[config.mk]
export PLATFORM = sky130hd
export DESIGN_NAME = uvsph_cordic_cell
export DESIGN_NICKNAME = d
export VERILOG_FILES = /design/src/rtl/uv_sphere_mesh_generator_top_defines.svh /design/src/rtl/uvsph_pkg.sv /design/src/rtl/uvsph_cordic_cell.sv
export SDC_FILE = /design/constraint.sdc
export NUM_CORES = 1
export LEC_CHECK = 0
export BUFFER_PORTS_ARGS = -buffer_cell sky130_fd_sc_hd__buf_4
export CAP_MARGIN = 10
export CORE_MARGIN = 4
export CORE_UTILIZATION = 46
export CTS_CLUSTER_DIAMETER = 80
export DETAILED_ROUTE_END_ITERATION = 6
export PLACE_DENSITY = 0.7
export SLEW_MARGIN = 30
export SYNTH_ARGS = -nofsm -noshare
export SYNTH_HDL_FRONTEND = slang
export SYNTH_SLANG_ARGS = --single-unit
[constraint.sdc]
create_clock -name clk -period 3.07 [get_ports clk]
set_input_delay 0.1535 -clock clk [delete_from_list [all_inputs] [get_ports clk]]
set_output_delay 0.1535 -clock clk [all_outputs]
set_load 0.02 [all_outputs]
[src/rtl/uv_sphere_mesh_generator_top_defines.svh]
// Assertion macros for the UV-sphere tessellator.
`ifndef UV_SPHERE_MESH_GENERATOR_TOP_DEFINES_SVH
`define UV_SPHERE_MESH_GENERATOR_TOP_DEFINES_SVH
`ifndef NO_ASSERTIONS
// Same-cycle implication, sampled on clk, off during rst.
`define UVSPH_ASSERT_NOW(lbl, ante, cons) \
  lbl: assert property (@(posedge clk) disable iff (rst) (ante) |-> (cons)) \
    else $error("uvsph: assertion failed");
// Next-cycle implication, sampled on clk, off during rst.
`define UVSPH_ASSERT_NEXT(lbl, ante, cons) \
  lbl: assert property (@(posedge clk) disable iff (rst) (ante) |=> (cons)) \
    else $error("uvsph: assertion failed");
`else
`define UVSPH_ASSERT_NOW(lbl, ante, cons)
`define UVSPH_ASSERT_NEXT(lbl, ante, cons)
`endif
`endif

[src/rtl/uvsph_pkg.sv]
// Shared types, constants and helper functions of the UV-sphere tessellator.
package uvsph_pkg;

  localparam int CFG_W     = 16;
  localparam int CFG_IDX_W = 2;

  localparam logic [CFG_IDX_W-1:0] CFG_STACKS = 2'd0;
  localparam logic [CFG_IDX_W-1:0] CFG_SLICES = 2'd1;
  localparam logic [CFG_IDX_W-1:0] CFG_RADIUS = 2'd2;

  localparam logic [1:0] MODE_VERTEX  = 2'd0;
  localparam logic [1:0] MODE_CAP     = 2'd1;
  localparam logic [1:0] MODE_BAND    = 2'd2;
  localparam logic [1:0] MODE_ILLEGAL = 2'd3;

  localparam int NUM_W = 9;   // angle numerator (ring or slice)
  localparam int DEN_W = 10;  // angle denominator (2*stacks or slices)
  localparam int DIV_W = 11;  // doubled denominator, divider remainder
  localparam int CW    = 34;  // CORDIC datapath, Q2.30 plus headroom
  localparam int Q14_W = 17;
  localparam int POS_W = 26;

  localparam logic signed [CW-1:0] CORDIC_GAIN = 34'sd652032874;
  localparam logic signed [CW-1:0] POS_MAX     = 34'sd33554431;
  localparam logic signed [CW-1:0] POS_MIN     = -34'sd33554432;

  typedef struct packed {
    logic [1:0]  mode;
    logic        bad;
    logic        top;
    logic        bot;
    logic [7:0]  slice;
    logic [7:0]  nxt;
    logic [15:0] prod;
  } ctl_t;

  // atan(2^-i) as a fraction of a 2^32 turn
  function automatic logic signed [CW-1:0] atan_turn(input int i);
    logic signed [CW-1:0] a;
    case (i)
      0:  a = 34'sd536870912;
      1:  a = 34'sd316933406;
      2:  a = 34'sd167458907;
      3:  a = 34'sd85004756;
      4:  a = 34'sd42667331;
      5:  a = 34'sd21354465;
      6:  a = 34'sd10679838;
      7:  a = 34'sd5340245;
      8:  a = 34'sd2670163;
      9:  a = 34'sd1335087;
      10: a = 34'sd667544;
      11: a = 34'sd333772;
      12: a = 34'sd166886;
      13: a = 34'sd83443;
      14: a = 34'sd41722;
      15: a = 34'sd20861;
      16: a = 34'sd10430;
      17: a = 34'sd5215;
      18: a = 34'sd2608;
      19: a = 34'sd1304;
      20: a = 34'sd652;
      21: a = 34'sd326;
      22: a = 34'sd163;
      23: a = 34'sd81;
      default: a = '0;
    endcase
    return a;
  endfunction

  // Q2.30 to Q1.14, round half up, clamp to +-1.0
  function automatic logic signed [Q14_W-1:0] round_q14(input logic signed [CW-1:0] v);
    logic signed [CW-1:0] r;
    logic signed [Q14_W-1:0] o;
    r = (v + 34'sd32768) >>> 16;
    if (r > 34'sd16384) o = 17'sd16384;
    else if (r < -34'sd16384) o = -17'sd16384;
    else o = r[Q14_W-1:0];
    return o;
  endfunction

  function automatic logic [POS_W-1:0] sat_pos(input logic signed [CW-1:0] v);
    logic [POS_W-1:0] o;
    if (v > POS_MAX) o = POS_MAX[POS_W-1:0];
    else if (v < POS_MIN) o = POS_MIN[POS_W-1:0];
    else o = v[POS_W-1:0];
    return o;
  endfunction

endpackage

[src/rtl/uvsph_cordic_cell.sv]
// One CORDIC rotation step in Q2.30 with a fixed shift.
module uvsph_cordic_cell #(
  parameter int SHIFT = 0
) (
  input  logic                            clk,
  input  logic                            en,
  input  logic signed [uvsph_pkg::CW-1:0] x_i,
  input  logic signed [uvsph_pkg::CW-1:0] y_i,
  input  logic signed [uvsph_pkg::CW-1:0] z_i,
  input  logic                            flip_i,
  output logic signed [uvsph_pkg::CW-1:0] x_o,
  output logic signed [uvsph_pkg::CW-1:0] y_o,
  output logic signed [uvsph_pkg::CW-1:0] z_o,
  output logic                            flip_o
);
  logic signed [uvsph_pkg::CW-1:0] xs;
  logic signed [uvsph_pkg::CW-1:0] ys;
  logic signed [uvsph_pkg::CW-1:0] at;

  always_comb begin
    xs = x_i >>> SHIFT;
    ys = y_i >>> SHIFT;
    at = uvsph_pkg::atan_turn(SHIFT);
  end

  always_ff @(posedge clk) begin
    if (en) begin
      if (!z_i[uvsph_pkg::CW-1]) begin
        x_o <= x_i - ys;
        y_o <= y_i + xs;
        z_o <= z_i - at;
      end else begin
        x_o <= x_i + ys;
        y_o <= y_i - xs;
        z_o <= z_i + at;
      end
      flip_o <= flip_i;
    end
  end
endmodule

Yosys cells after proc, flatten, opt, wreduce, memory -nomap -nowiden:

Cells that the tools add are included.

* word-level logic and storage cells: 12
* register bits after elaboration: 103
* output and inout bits: 103

* multiplexer cells: 3
* add/sub/neg operators: 5

Operators by type and width (number)
* two-way mux 34 bit: 3
* subtractor 34 bit: 2
* adder 34 x 31 -> 34 bit, second input constant: 1
* adder 34 bit: 1
* subtractor 34 x 31 -> 34 bit, second input constant: 1

Depth between registers and ports, before layout:

* word-level depth: 2
* gate-level depth with buffers: 13

Worst setup path before layout:

No wires, ideal clock.

* kind: input port to flip-flop
* from: input x_i[0] in the netlist's numbering
* to: register x_o[32] in the netlist's numbering, data pin
* buffers on the path: 0
* required time: 2.805 ns
* stages on the path: 11
* path slack: 0.323 ns
* arrival: 2.482 ns
* cells stage by stage: ha_1 -> fa_1 -> nor2b_1 -> o211ai_1 -> a2bb2oi_1 -> a211oi_2 -> o211ai_1 -> a221oi_2 -> o21ai_0 -> a21o_1 -> xnor2_1

* word-level cells in the longest chain between the ends: 2
* elaborated cells on any way between the ends: 3

RTL lines
* from (decl): RTL line uvsph_cordic_cell.sv:7 `input logic signed [uvsph_pkg::CW-1:0] x_i,`
* subtractor 34 bit or adder 34 bit (tied branches): RTL line uvsph_cordic_cell.sv:29, uvsph_cordic_cell.sv:33
* two-way mux 34 bit *: RTL line uvsph_cordic_cell.sv:28 `if (!z_i[uvsph_pkg::CW-1]) begin`
* to (signal assigned): RTL line uvsph_cordic_cell.sv:29 `x_o <= x_i - ys;`
* to (signal assigned): RTL line uvsph_cordic_cell.sv:33 `x_o <= x_i + ys;`
* to (decl): RTL line uvsph_cordic_cell.sv:11 `output logic signed [uvsph_pkg::CW-1:0] x_o,`

Mark *: on every way between the ends. The rest lies on a longest branch, timed or not.
A chain may end at the register's enable or synchronous reset.

Worst setup path in the final report:

* from: input x_i[1] in the netlist's numbering
* to: register x_o[29] in the netlist's numbering, data pin

Same word-level chain as after synthesis.

==> flow_summary.ini <==
[status]
outcome = completed

[hold_path]
hold_path.class = in2reg

[pwr]
report.power.total_mw = 5.194
clock_power_share_pct = 20.9
pwr_density_cell_nw_per_um2 = 431.0
sequential_share_of_power_pct = 36.1
p_sw_share_pct = 35.87
p_sw_mw = 1.863
max-vdd-ir-drop_v = 0.0003006
power.static_leakage_nw = 5.554
p_int_mw = 3.331
share_comb_of_total_power_pct = 43.0

[critical_path]
worstSetupStartpointType = input port
cpPeakStageDelay_ns = 0.53
path_cells = buf_4, inv_1, ha_1, nor2b_1, o31a_1, o21ai_1, buf_4, o31a_1, o31ai_1, buf_4, a41o_1, a221oi_1, mux2i_1, xnor2_1
timing.critical_path.arrival_ns = 2.98
cp_data_required_time_ns = 3.17
critPathTopFamily = compound AO/OA/AOI/OAI gates
path_class = in2reg
critical-path-top-cell-by-count = sky130_fd_sc_hd__buf_4
worst_setup_path_end_kind = flip-flop
worstPathMaxFanout = 3
timing.critical_path.slowest_stage_cell = sky130_fd_sc_hd__a221oi_1
buffers_inverters_on_critical_path = 4

[placed_design]
dpl-instance-area_sq_um = 11480
place_inst = 1530
placement.io_buffers = 207
detailed_place_hpwl_um = 23110
globalplace.congestion = 0.9775
pre_cts_ws_ns = -0.1001

[synth]
proportion_of_register_bits_with_asynchronous_set_or_reset_after_synthesis_pct = 0
yosys_register_bits = 102
syn-cell-area_sq_um = 8934
gate_count_post_synth = 997
synth_enable_flop_cells = 102
synth.net_count = 1208
syn_avg_cell_area_sq_um = 8.960
fraction_of_the_yosys_area_taken_by_sequential_cells_pct = 34.29
synth_ff_type = sky130_fd_sc_hd__edfxtp_1
synth.lib_cells_used.distinct = 77
ys_warn_count = 0

[routing]
finalWirelength_um = 29140
detail-route-antenna-nets = 0
drt-met1-wl_um = 12470
first_pass_iters = 7
drcViolationCount = 0
dr.max_layer_used = met4
vias = 8514
met3_wirelength_um = 2517
detailroute.wirelength.met2_um = 13510
first_iter_violations = 779
vias_per_cell = 5.402
wl_per_cell_um = 18.49

[floorplanning]
die-area_sq_um = 21720
floorplan.rows = 50
start_util_pct = 47.28
fp.dieH_um = 147.4
chipWidth_um = 147.4
design.core.area_sq_um = 18890
floorplan.io_pins = 208

[timing]
timing.final.ws_setup_ns = 0.1914
fmax_mhz = 347.4
timing_worst_slew_pin_value_ns = 0.7428
final_setup_violating_endpoints = 0
whs_ns = 0.07484
final-max-slew-violation-count = 0
final_min_period_over_clock_period_pct = 93.77
rsz0062_at_grt = false
max_slew_headroom_at_the_worst_pin_pct = 50.48
setup_tns_ns = 0
final.min_clock_period_ns = 2.879
final_hold_viol_count = 0

[finish]
post-route-util_pct = 63.79
insertedDiodeCount = 0
layout_common_cells = sky130_fd_sc_hd__buf_4, sky130_fd_sc_hd__inv_1, sky130_fd_sc_hd__a21oi_1
multi_input_comb_area_sq_um = 5253
area_growth_pct = 34.92
area_of_all_sequential_standard_cells_sq_um = 3063
drive_above_1_share_pct = 27.13
num-fill-cells = 1610
final_nets = 1522
design_area_sq_um = 12050
stdcell_count = 1576
final_common_cell = sky130_fd_sc_hd__buf_4

[clock_network]
cts.sinks = 102
tritoncts = done
cts.htree.levels = 3
cts-root-buf = sky130_fd_sc_hd__clkbuf_16
cts_repair_resize_count = 0
tritoncts.num_buffers = 9
clk_pin_slew_ns = 0.07
cts_max_path_buffers = 2

[global_routing]
global_route_wire_length_before_repair_um = 45370
global_route.usage.total_pct = 26.24
gr-total-overflow = 0
grt_pass1_vias = 8293
number_of_antenna_violations_at_the_first_check_in_global_routing = 0
grt_max_degree = 57

[flow_run]
maxCapViolations = 0
==> layout make-up <==
| class | count | share of cell area, % |
|---|---|---|
| sequential | 102 | 25.41 |
| clock inverter | 6 | 0.3841 |
| multi-input combinational | 740 | 43.58 |
| inverter | 107 | 3.332 |
| tap | 260 | 2.699 |
| timing repair buffer | 351 | 22.69 |
| clock buffer | 10 | 1.900 |
==> logic make-up (layout without fill, tap and decap cells) <==
kind of cell / count (synthesis) / in the layout / share of synthesized area, %
AO/OA/AOI/OAI: 325 / 325 / 23.59
XOR/XNOR: 67 / 67 / 6.569
adder cells (fa/ha/maj): 106 / 106 / 15.18
buffers and inverters: 155 / 474 / 6.919
flip-flops: 102 / 102 / 34.29
multiplexers: 14 / 14 / 1.569
AND/OR/NAND/NOR: 228 / 228 / 11.89
==> Yosys cell counts, drive strengths merged (2+ instances only) <==
library cell | number | share of area, %
nor2b | 10 | 0.70
and2 | 2 | 0.14
nand3b | 2 | 0.17
o21ai | 65 | 3.6
a211o | 5 | 0.49
nand3 | 12 | 0.67
o31a | 2 | 0.20
buf | 26 | 1.5
nand2b | 10 | 0.70
mux2i | 14 | 1.6
xor2 | 12 | 1.2
or4 | 2 | 0.17
a2111oi | 4 | 0.46
o21bai | 18 | 1.5
clkbuf | 22 | 0.92
a41o | 2 | 0.22
nor3 | 12 | 0.67
o21a | 10 | 0.84
nor4 | 11 | 0.77
clkinv | 2 | 0.084
ha | 102 | 14
fa | 4 | 0.90
o311ai | 3 | 0.38
xnor2 | 55 | 5.4
a211oi | 10 | 0.90
o221ai | 2 | 0.20
a2bb2oi | 2 | 0.20
o31ai | 16 | 1.4
or2 | 5 | 0.35
edfxtp | 102 | 34
a31oi | 10 | 0.77
o22ai | 4 | 0.28
a221oi | 5 | 0.56
a21oi | 106 | 6.1
nor2 | 95 | 4.1
o32a | 2 | 0.24
a21boi | 4 | 0.34
o211ai | 14 | 1.2
and3 | 7 | 0.50
inv | 105 | 4.4
nand4 | 9 | 0.63
a21o | 31 | 2.6
nand2 | 48 | 2.0
==> state kept, by name, indices dropped and copies added (netlist names) <==
signal	count
x_o	34
z_o	34
y_o	33
flip_o	1
==> timing repair <==
| item | 4_1_cts | 5_1_grt |
|---|---|---|
| setup buffers | 0 | 0 |
| hold endpoints to repair | 30 | 0 |
| hold buffers | 30 | 0 |
==> routing by layer <==
metal,vias up,global-route usage (%)
met5,-,0
met4,0,6.710
met3,36,5.583
met2,395,43.16
met1,3915,35.39
li1,4168,-
==> worst paths after layout <==
kind | from | endpoint | slack (ns) | cells past startpoint
max | x_i[1] | x_o[29]$_DFFE_PP_ | 0.19 | 14
min | z_i[29] | z_o[29]$_DFFE_PP_ | 0.07 | 2
==> power groups by stage <==
stage | logic [mW] | registers, mW | clock network, mW
after global placement | 2.17 | 1.90 | 0
after floorplan | 0.961 | 2.14 | 0
after global routing | 2.41 | 1.89 | 1.17
after CTS | 2.22 | 1.87 | 1.10
final | 2.24 | 1.87 | 1.08
after detailed placement | 2.18 | 1.90 | 0
Note: power is estimated with default switching activity, not from simulation.
