## config.mk

```make
export PLATFORM = sky130hd
export DESIGN_NAME = uvsph_div_cell
export DESIGN_NICKNAME = d
export VERILOG_FILES = /design/src/rtl/uv_sphere_mesh_generator_top_defines.svh /design/src/rtl/uvsph_pkg.sv /design/src/rtl/uvsph_div_cell.sv
export SDC_FILE = /design/constraint.sdc
export NUM_CORES = 1
export LEC_CHECK = 0
export ABC_AREA = 0
export BUFFER_PORTS_ARGS = -buffer_cell sky130_fd_sc_hd__clkbuf_2
export CORE_MARGIN = 2
export CORE_UTILIZATION = 52
export CTS_BUF_LIST = sky130_fd_sc_hd__clkbuf_8
export DETAILED_ROUTE_END_ITERATION = 16
export GPL_TIMING_DRIVEN = 1
export PLACE_DENSITY = 0.94
export SLEW_MARGIN = 20
export SYNTH_ARGS = -nofsm -noshare
export SYNTH_HDL_FRONTEND = slang
export SYNTH_SLANG_ARGS = --single-unit
```

## constraint.sdc

```tcl
create_clock -name clk -period 5 [get_ports clk]
set_input_delay 0.25 -clock clk [delete_from_list [all_inputs] [get_ports clk]]
set_output_delay 0.25 -clock clk [all_outputs]
set_load 0.02 [all_outputs]
```

## src/rtl/uv_sphere_mesh_generator_top_defines.svh

```systemverilog
// Assertion macros for the UV-sphere tessellator.
`ifndef UV_SPHERE_MESH_GENERATOR_TOP_DEFINES_SVH
`define UV_SPHERE_MESH_GENERATOR_TOP_DEFINES_SVH
`ifndef NO_ASSERTIONS
// Same-cycle implication, sampled on clk, off during rst.
`define UVSPH_ASSERT_NOW(lbl, ante, cons) \
  lbl: assert property (@(posedge clk) disable iff (rst) (ante) |-> (cons)) \
    else $error("uvsph: assertion failed");
// Next-cycle implication, sampled on clk, off during rst.
`define UVSPH_ASSERT_NEXT(lbl, ante, cons) \
  lbl: assert property (@(posedge clk) disable iff (rst) (ante) |=> (cons)) \
    else $error("uvsph: assertion failed");
`else
`define UVSPH_ASSERT_NOW(lbl, ante, cons)
`define UVSPH_ASSERT_NEXT(lbl, ante, cons)
`endif
`endif

```

## src/rtl/uvsph_pkg.sv

```systemverilog
// Shared types, constants and helper functions of the UV-sphere tessellator.
package uvsph_pkg;

  localparam int CFG_W     = 16;
  localparam int CFG_IDX_W = 2;

  localparam logic [CFG_IDX_W-1:0] CFG_STACKS = 2'd0;
  localparam logic [CFG_IDX_W-1:0] CFG_SLICES = 2'd1;
  localparam logic [CFG_IDX_W-1:0] CFG_RADIUS = 2'd2;

  localparam logic [1:0] MODE_VERTEX  = 2'd0;
  localparam logic [1:0] MODE_CAP     = 2'd1;
  localparam logic [1:0] MODE_BAND    = 2'd2;
  localparam logic [1:0] MODE_ILLEGAL = 2'd3;

  localparam int NUM_W = 9;   // angle numerator (ring or slice)
  localparam int DEN_W = 10;  // angle denominator (2*stacks or slices)
  localparam int DIV_W = 11;  // doubled denominator, divider remainder
  localparam int CW    = 34;  // CORDIC datapath, Q2.30 plus headroom
  localparam int Q14_W = 17;
  localparam int POS_W = 26;

  localparam logic signed [CW-1:0] CORDIC_GAIN = 34'sd652032874;
  localparam logic signed [CW-1:0] POS_MAX     = 34'sd33554431;
  localparam logic signed [CW-1:0] POS_MIN     = -34'sd33554432;

  typedef struct packed {
    logic [1:0]  mode;
    logic        bad;
    logic        top;
    logic        bot;
    logic [7:0]  slice;
    logic [7:0]  nxt;
    logic [15:0] prod;
  } ctl_t;

  // atan(2^-i) as a fraction of a 2^32 turn
  function automatic logic signed [CW-1:0] atan_turn(input int i);
    logic signed [CW-1:0] a;
    case (i)
      0:  a = 34'sd536870912;
      1:  a = 34'sd316933406;
      2:  a = 34'sd167458907;
      3:  a = 34'sd85004756;
      4:  a = 34'sd42667331;
      5:  a = 34'sd21354465;
      6:  a = 34'sd10679838;
      7:  a = 34'sd5340245;
      8:  a = 34'sd2670163;
      9:  a = 34'sd1335087;
      10: a = 34'sd667544;
      11: a = 34'sd333772;
      12: a = 34'sd166886;
      13: a = 34'sd83443;
      14: a = 34'sd41722;
      15: a = 34'sd20861;
      16: a = 34'sd10430;
      17: a = 34'sd5215;
      18: a = 34'sd2608;
      19: a = 34'sd1304;
      20: a = 34'sd652;
      21: a = 34'sd326;
      22: a = 34'sd163;
      23: a = 34'sd81;
      default: a = '0;
    endcase
    return a;
  endfunction

  // Q2.30 to Q1.14, round half up, clamp to +-1.0
  function automatic logic signed [Q14_W-1:0] round_q14(input logic signed [CW-1:0] v);
    logic signed [CW-1:0] r;
    logic signed [Q14_W-1:0] o;
    r = (v + 34'sd32768) >>> 16;
    if (r > 34'sd16384) o = 17'sd16384;
    else if (r < -34'sd16384) o = -17'sd16384;
    else o = r[Q14_W-1:0];
    return o;
  endfunction

  function automatic logic [POS_W-1:0] sat_pos(input logic signed [CW-1:0] v);
    logic [POS_W-1:0] o;
    if (v > POS_MAX) o = POS_MAX[POS_W-1:0];
    else if (v < POS_MIN) o = POS_MIN[POS_W-1:0];
    else o = v[POS_W-1:0];
    return o;
  endfunction

endpackage

```

## src/rtl/uvsph_div_cell.sv

```systemverilog
// One restoring-division step: one quotient bit per cell.
module uvsph_div_cell #(
  parameter int Q_W = 17
) (
  input  logic                        clk,
  input  logic                        en,
  input  logic [uvsph_pkg::DIV_W-1:0] rem_i,
  input  logic [Q_W-1:0]              low_i,
  input  logic [Q_W-1:0]              q_i,
  input  logic [uvsph_pkg::DIV_W-1:0] d_i,
  output logic [uvsph_pkg::DIV_W-1:0] rem_o,
  output logic [Q_W-1:0]              low_o,
  output logic [Q_W-1:0]              q_o,
  output logic [uvsph_pkg::DIV_W-1:0] d_o
);
  logic [uvsph_pkg::DIV_W:0] sh;
  logic [uvsph_pkg::DIV_W:0] diff;
  logic                      ge;

  always_comb begin
    sh   = {rem_i, low_i[Q_W-1]};
    diff = sh - {1'b0, d_i};
    ge   = sh >= {1'b0, d_i};
  end

  always_ff @(posedge clk) begin
    if (en) begin
      rem_o <= ge ? diff[uvsph_pkg::DIV_W-1:0] : sh[uvsph_pkg::DIV_W-1:0];
      low_o <= low_i << 1;
      q_o   <= {q_i[Q_W-2:0], ge};
      d_o   <= d_i;
    end
  end
endmodule

```

# == Yosys cells after proc, flatten, opt, wreduce, memory -nomap -nowiden ==
# Index checks and enable logic that the tools add are counted.
# word_totals
ff_bits,55
inputBits,58
output_inout_bits,56
wordCells,7
# op_classes
add_sub_neg,1
magnitude_cmp,1
n_mux,1
# op_table
cell,n
12-bit by 11-bit >= comparator with 1-bit output,1
11-bit 2-to-1 mux,1
11-bit subtractor,1

# == Depth between registers and ports, before layout ==
# Gate-level depths: netlist of run 1.
# depth
ltp_word,2
ltp_mapped,10
ltp_nobuf,9

# == Worst setup path after synthesis of run 1 ==
# No wires, ideal clock.
# synth_timing
path_type,input to register
from,input port low_i[16]
to,"register rem_o[2] in the netlist's numbering, data pin"
arrival_ns,1.867
setup_time_ns,0.254
path_stages,10
setup_slack_ns,2.879
n_path_buf,1
cell_sequence,inv_1 ha_1 fa_1 and2b_1 o21ai_2 a311oi_2 o2bb2ai_2 buf_6 nand2_1 o21ai_2
# synth_via
elab_chain_len,2
# synth_lines
element,line_no,text
from (decl),uvsph_div_cell.sv:8,"input logic [Q_W-1:0] low_i,"
11-bit subtractor / 12-bit by 11-bit >= comparator with 1-bit output (equally long branches),"uvsph_div_cell.sv:22, uvsph_div_cell.sv:23",
11-bit 2-to-1 mux *,uvsph_div_cell.sv:28,rem_o <= ge ? diff[uvsph_pkg::DIV_W-1:0] : sh[uvsph_pkg::DIV_W-1:0];
to (signal assigned),uvsph_div_cell.sv:28,
to (decl),uvsph_div_cell.sv:11,"output logic [uvsph_pkg::DIV_W-1:0] rem_o,"
# Every way passes the cells marked *; elsewhere a longest branch is shown, timed or not.
# A chain may end at the register's enable or synchronous reset.

# == Final worst setup path of run 1 ==
# layout_timing
from,input port low_i[16]
to,"register rem_o[7] in the netlist's numbering, data pin"
# Same word-level chain as after synthesis.

==> flow_summary_export.csv, run 1 <==
group,metric,value,unit
run_status,status,"finished, final reports clean",
sta,drv_slew,0,
sta,setup_viol,0,
die,rows,24,
die,ios,114,
die,fp.dieH,72.2,um
synthesis,synth_commonest_cells,"55 x edfxtp_1, 19 x nand2_1, 16 x inv_1",
sta,worst_slew_pin_slew,666,ps
sta,fin_crit_sh,43.4,%
sta,fin_tns_setup,0,ps
synthesis,synth-main-ff-cell,"edfxtp_1",
die,die_w,72.2,um
placed_design,place_congestion,0.819,
critical_path,critPathMaxFanout,21,
die,coreArea,4410,um2
clock_network,cts_buffers,5,
finish,drive_gt1_share,46.1,%
global_route,overflow,0,
power_and_ir_drop,peakVddDrop,0.000173,V
critical_path,arrival,2210,ps
power_and_ir_drop,leakagePower,1.42,nW
detailed_routing,first_pass_iters,4,
synthesis,ys_async_sr_fraction,0,%
sta,fmax,461,MHz
synthesis,netlist.area_leader.share,68.3,%
placed_design,dpl_cell_area,3020,um2
global_route,grt_pass1_wl,8250,um
critical_path,path_depth,10,
critical_path,setup.worst_path.end,"rem_o[7]$_DFFE_PP_",
clock_network,cts_tree,"done",
clock_network,clockBufferDepth,2,
clock_network,clock-root-buffer,"clkbuf_8",
critical_path,crit_path_start,"low_i[16]",
detailed_routing,num_vias,1805,
synthesis,synthesis.area,2420,um2
synthesis,yosysSeqAreaShare,68.3,%
critical_path,cp-end-kind,"flip-flop",
detailed_routing,vias_per_cell,5.37,
critical_path,crit_family,"compound AO/OA/AOI/OAI gates",
die,die_area,5210,um2
detailed_routing,drc,0,
sta,period_needed,2170,ps
finish,fin_nets,353,
clock_network,cts_resized,0,
detailed_routing,drtAntennaViolNets,0,
global_route,track_usage,21.1,%
synthesis,yosysMostFrequentCell,"edfxtp_1",
critical_path,slowest_stage,"a311oi_2",
synthesis,synth-seq-cells,55,
synthesis,ys_top_cells_by_area,"edfxtp_1 68%, ha_1 5.7%, nand2_1 3.0%",
sta,slew_headroom,55.6,%
global_route,antenna_found_initial,0,
global_route,grt_pass1_vias,1666,
clock_network,path_clk_slew,90,ps
clock_network,ctsHoldBuffers,0,
job,cap_violations,0,
detailed_routing,routedWlPerCell,16.1,um
min_path,holdCritPathClass,"input pin to flip-flop",
global_route,grt_max_degree,56,
critical_path,worst-path-buf-inv,2,
synthesis,synthXorXnorAreaFrac,2.17,%
sta,hold_viol_final,0,
finish,diodes,0,
synthesis,synthSimpleGateAreaFrac,7.76,%
critical_path,cp-start-kind,"input pin",
power_and_ir_drop,finalPower,1.04,mW
die,start_util,54.8,%
synthesis,synth.avg_cell_area,14.5,um2
finish,final_area,3120,um2
critical_path,path_class,"input pin to flip-flop",
synthesis,mappedNetlistNets,237,
clock_network,clkSinkCount,55,
sta,rsz0062_at_grt,"false",
synthesis,synth_edf_count,55,
synthesis,synth_fa_ha_area_share,6.52,%
clock_network,htreeDepth,2,
critical_path,cp.required,5040,ps
placed_design,port_buffers,111,
detailed_routing,routed_wl,5400,um
critical_path,path_cells,"clkbuf_2 -> inv_1 -> ha_1 -> fa_1 -> and2b_1 -> o21ai_2 -> a311oi_2 -> o2bb2ai_4 -> nand2_1 -> o21ai_2",
synthesis,synth_top_family_by_area,"compound AO/OA/AOI/OAI gates",
synthesis,synth_compound_area_share,11.3,%
clock_network,postCtsSetupRepairBufs,0,
finish,utilization,70.6,%
power_and_ir_drop,power.density,335,nW/um2
synthesis,yosys_warnings,0,
synthesis,syn_inst,167,
finish,n_fill_cell,286,
finish,syn2layout_area_growth,28.9,%
finish,final_cells,336,
critical_path,max_stage_delay,410,ps
synthesis,muxShareOfSynthArea,0,%
synthesis,synth.largest_area_cell,"edfxtp_1",
detailed_routing,drt_iter0_drc,115,
placed_design,dp.cells,328,
placed_design,hpwl,4250,um
critical_path,crit_top_cell,"o21ai_2",
synthesis,synth.distinct_cells,37,
through the flow:
step           worst slack (ps)  hold WS [ps]
5_1_grt                    2650           109
3_3_place_gp               2410           427
6_report                   2830           124
3_5_place_dp               2390           429
4_1_cts                    2730           116
2_1_floorplan              2880           349
worst min-delay path by stage:
stage / from / end / cells past startpoint
2_1_floorplan: d_i[0] / d_o[0]$_DFFE_PP_ / 0
3_3_place_gp: low_i[5] / low_o[6]$_DFFE_PP_ / 1
3_5_place_dp: q_i[7] / q_o[8]$_DFFE_PP_ / 1
4_1_cts: q_i[7] / q_o[8]$_DFFE_PP_ / 1
5_1_grt: q_i[7] / q_o[8]$_DFFE_PP_ / 1
6_report: q_i[11] / q_o[12]$_DFFE_PP_ / 1
logic make-up after synthesis:
family | Yosys count
DFF | 55
xor gates and xnor gates | 6
adders and majority gates | 12
AOI/OAI and AO/OA | 35
other | 1
and+or+nand+nor | 39
buffers and inverters | 19
cell type report:
type / count / area [um2] / area share, %
Multi-Input combinational cell: 93 / 688 / 22.1
Clock inverter: 3 / 20.0 / 0.642
Sequential cell: 55 / 1650 / 53.0
Tap cell: 52 / 65.1 / 2.09
Timing Repair Buffer: 112 / 563 / 18.1
Clock buffer: 5 / 68.8 / 2.21
Inverter: 16 / 60.1 / 1.93
layout by cell type (no fill, tap or decap), types with 4 or more instances in the layout:
| master | synthesis | layout |
|---|---|---|
| clkbuf_2 | 0 | 111 |
| edfxtp_1 | 55 | 55 |
| nand2_1 | 19 | 19 |
| inv_1 | 16 | 16 |
| ha_1 | 11 | 11 |
| o21ai_2 | 8 | 8 |
| a21oi_1 | 6 | 6 |
| nor2_1 | 5 | 5 |
| clkbuf_8 | 0 | 5 |
| xor2_1 | 4 | 4 |
routing by layer:
metal  GRT usage [%]  routed length, um
met1            23.5               1870
met2            37.2               2810
met3            6.67                570
met4            9.01                146
met5               0                  0
state kept, by name (all words and copies together), names as in the netlist:
register,flops
rem_o,11
d_o,11
low_o,16
q_o,17
where the power goes:
group	internal (mW)	switching [mW]	leakage, nW
clock	0.0978	0.136	0.0418
combinational	0.0858	0.151	0.842
sequential	0.560	0.0119	0.538
total	0.743	0.300	1.42
Note: power is estimated with default switching activity, not from simulation.
==> inputs of run 2 (changes only) <==
Settings changed: CORE_UTILIZATION 52 to 43, PLACE_DENSITY 0.94 to 0.84.
Clock period 5 ns to 1.85 ns, I/O delays scaled along.
==> run 2 against run 1 <==
  * Worst setup slack lost 2800 ps
  * Cell count grew 22%
  * Via count grew 16%
  * Clock-buffer cell count is the same
  * Final area grew 21%
  * Combinational power grew to 3.4 times the previous value
  * Die area grew 20%
  * Critical endpoint is now rem_o[10]$_DFFE_PP_
  * Largest cell class unchanged
==> flow_summary_export.csv, run 2 (synthesis results as in run 1) <==
group,metric,value,unit
run_status,status,"finished, final reports clean",
sta,rsz0062_at_grt,"true",
detailed_routing,num_vias,2098,
critical_path,worst-path-buf-inv,2,
placed_design,port_buffers,111,
detailed_routing,first_pass_iters,4,
detailed_routing,drc,0,
clock_network,cts_buffers,5,
critical_path,max_stage_delay,360,ps
clock_network,cts_tree,"done",
sta,setup_slack,43.1,ps
die,rows,27,
global_route,overflow,0,
detailed_routing,vias_per_cell,5.10,
clock_network,path_clk_slew,100,ps
placed_design,place_congestion,0.838,
finish,fin_nets,408,
clock_network,clock-root-buffer,"clkbuf_8",
critical_path,cp-start-kind,"input pin",
global_route,grt_pass1_vias,2150,
sta,fin_crit_sh,97.7,%
detailed_routing,drt_iter0_drc,172,
job,cap_violations,0,
detailed_routing,drtAntennaViolNets,0,
global_route,grt_pass1_wl,11200,um
power_and_ir_drop,power.density,845,nW/um2
clock_network,clkSinkCount,55,
detailed_routing,routedWlPerCell,18.2,um
global_route,grt_max_degree,56,
clock_network,clockBufferDepth,2,
power_and_ir_drop,finalPower,3.19,mW
finish,final_area,3780,um2
die,start_util,44.2,%
critical_path,cp.required,1900,ps
sta,fmax,553,MHz
critical_path,path_cells,"buf_6 -> ha_4 -> fa_2 -> and2b_1 -> o21ai_2 -> a311oi_2 -> buf_4 -> nor2b_1 -> o211ai_1 -> nand4_1",
die,fp.dieH,79.0,um
finish,syn2layout_area_growth,56.3,%
power_and_ir_drop,leakagePower,1.69,nW
critical_path,critPathMaxFanout,2,
finish,top_register,"q_o",
sta,setup_viol,0,
finish,reg_top3,"q_o: 17 flops, low_o: 16 flops",
die,coreArea,5470,um2
finish,final_cell_mix,"109 x clkbuf_2, 55 x edfxtp_1, 42 x dlygate4sd3_1",
finish,final_common_cell,"clkbuf_2",
power_and_ir_drop,peakVddDrop,0.000596,V
sta,drv_slew,0,
placed_design,dpl_cell_area,3140,um2
min_path,holdCritPathClass,"input pin to flip-flop",
clock_network,htreeDepth,2,
critical_path,crit_family,"compound AO/OA/AOI/OAI gates",
finish,diodes,0,
global_route,antenna_found_initial,0,
die,die_w,79.0,um
die,die_area,6240,um2
sta,hold_viol_final,0,
finish,largest_reg_flops,17,
detailed_routing,routed_wl,7490,um
global_route,track_usage,23.9,%
die,ios,114,
critical_path,cp-end-kind,"flip-flop",
sta,period_needed,1810,ps
placed_design,hpwl,4260,um
finish,drive_gt1_share,45.1,%
placed_design,pre_cts_slack,-239,ps
critical_path,path_class,"input pin to flip-flop",
critical_path,slowest_stage,"a311oi_2",
critical_path,arrival,1860,ps
## run 2: cell types whose count changed in the layout (fill, tap and decap cells not counted), sizes merged
cell / change
inv: +1
buf: +15
dlygate4sd3: +42
clkbuf: -2
clkinv: -2
bufinv: +1
## run 2: final timing paths
check,startpoint,endpoint,slack (ps),cells after the start
max,d_i[0],rem_o[10]$_DFFE_PP_,40,10
min,d_i[1],d_o[1]$_DFFE_PP_,40,1
## run 2: what timing repair did
action / in CTS / in global routing
endpoints found under the setup margin: 0 / 12
resized for setup: 0 / 17
hold buffers: 42 / 0
hold endpoints to repair: 42 / 0
setup buffers: 0 / 3
## run 2: routing by layer
| metal | wire length [um] | share of wire (%) | vias up | GRT usage [%] |
|---|---|---|---|---|
| li1 | - | - | 959 | - |
| met1 | 2790 | 37 | 1016 | 26.6 |
| met2 | 3990 | 53 | 113 | 44.0 |
| met3 | 583 | 7.8 | 10 | 6.02 |
| met4 | 124 | 1.7 | 0 | 8.62 |
| met5 | 0 | 0 | - | 0 |
## run 2: area by class of cell
class	instances	area [um2]
repair buffers	167	1120
clock inverters	3	46.3
multi-input cells	93	741
fillers	353	1700
clock buffers	5	68.8
inverters	16	62.6
flip-flops and latches	55	1650
well taps	72	90.1
## run 2: where the power goes
part,switching (mW),internal [mW],leakage (nW)
Combinational,0.467,0.342,1.10
Sequential,0.0432,1.51,0.538
Clock,0.417,0.409,0.0548
## run 2: through the flow
stage | TNS (ps) | util (%) | instances | hold WS (ps)
2_1_floorplan | 0 | - | 167 | 191
3_3_place_gp | -1410 | 57.3 | 358 | 270
3_5_place_dp | -1760 | 57.3 | 358 | 271
4_1_cts | 0 | 67.1 | 408 | 26.5
5_1_grt | -49.1 | 69.0 | 411 | 32.1
6_report | 0 | 69.0 | 411 | 40.0
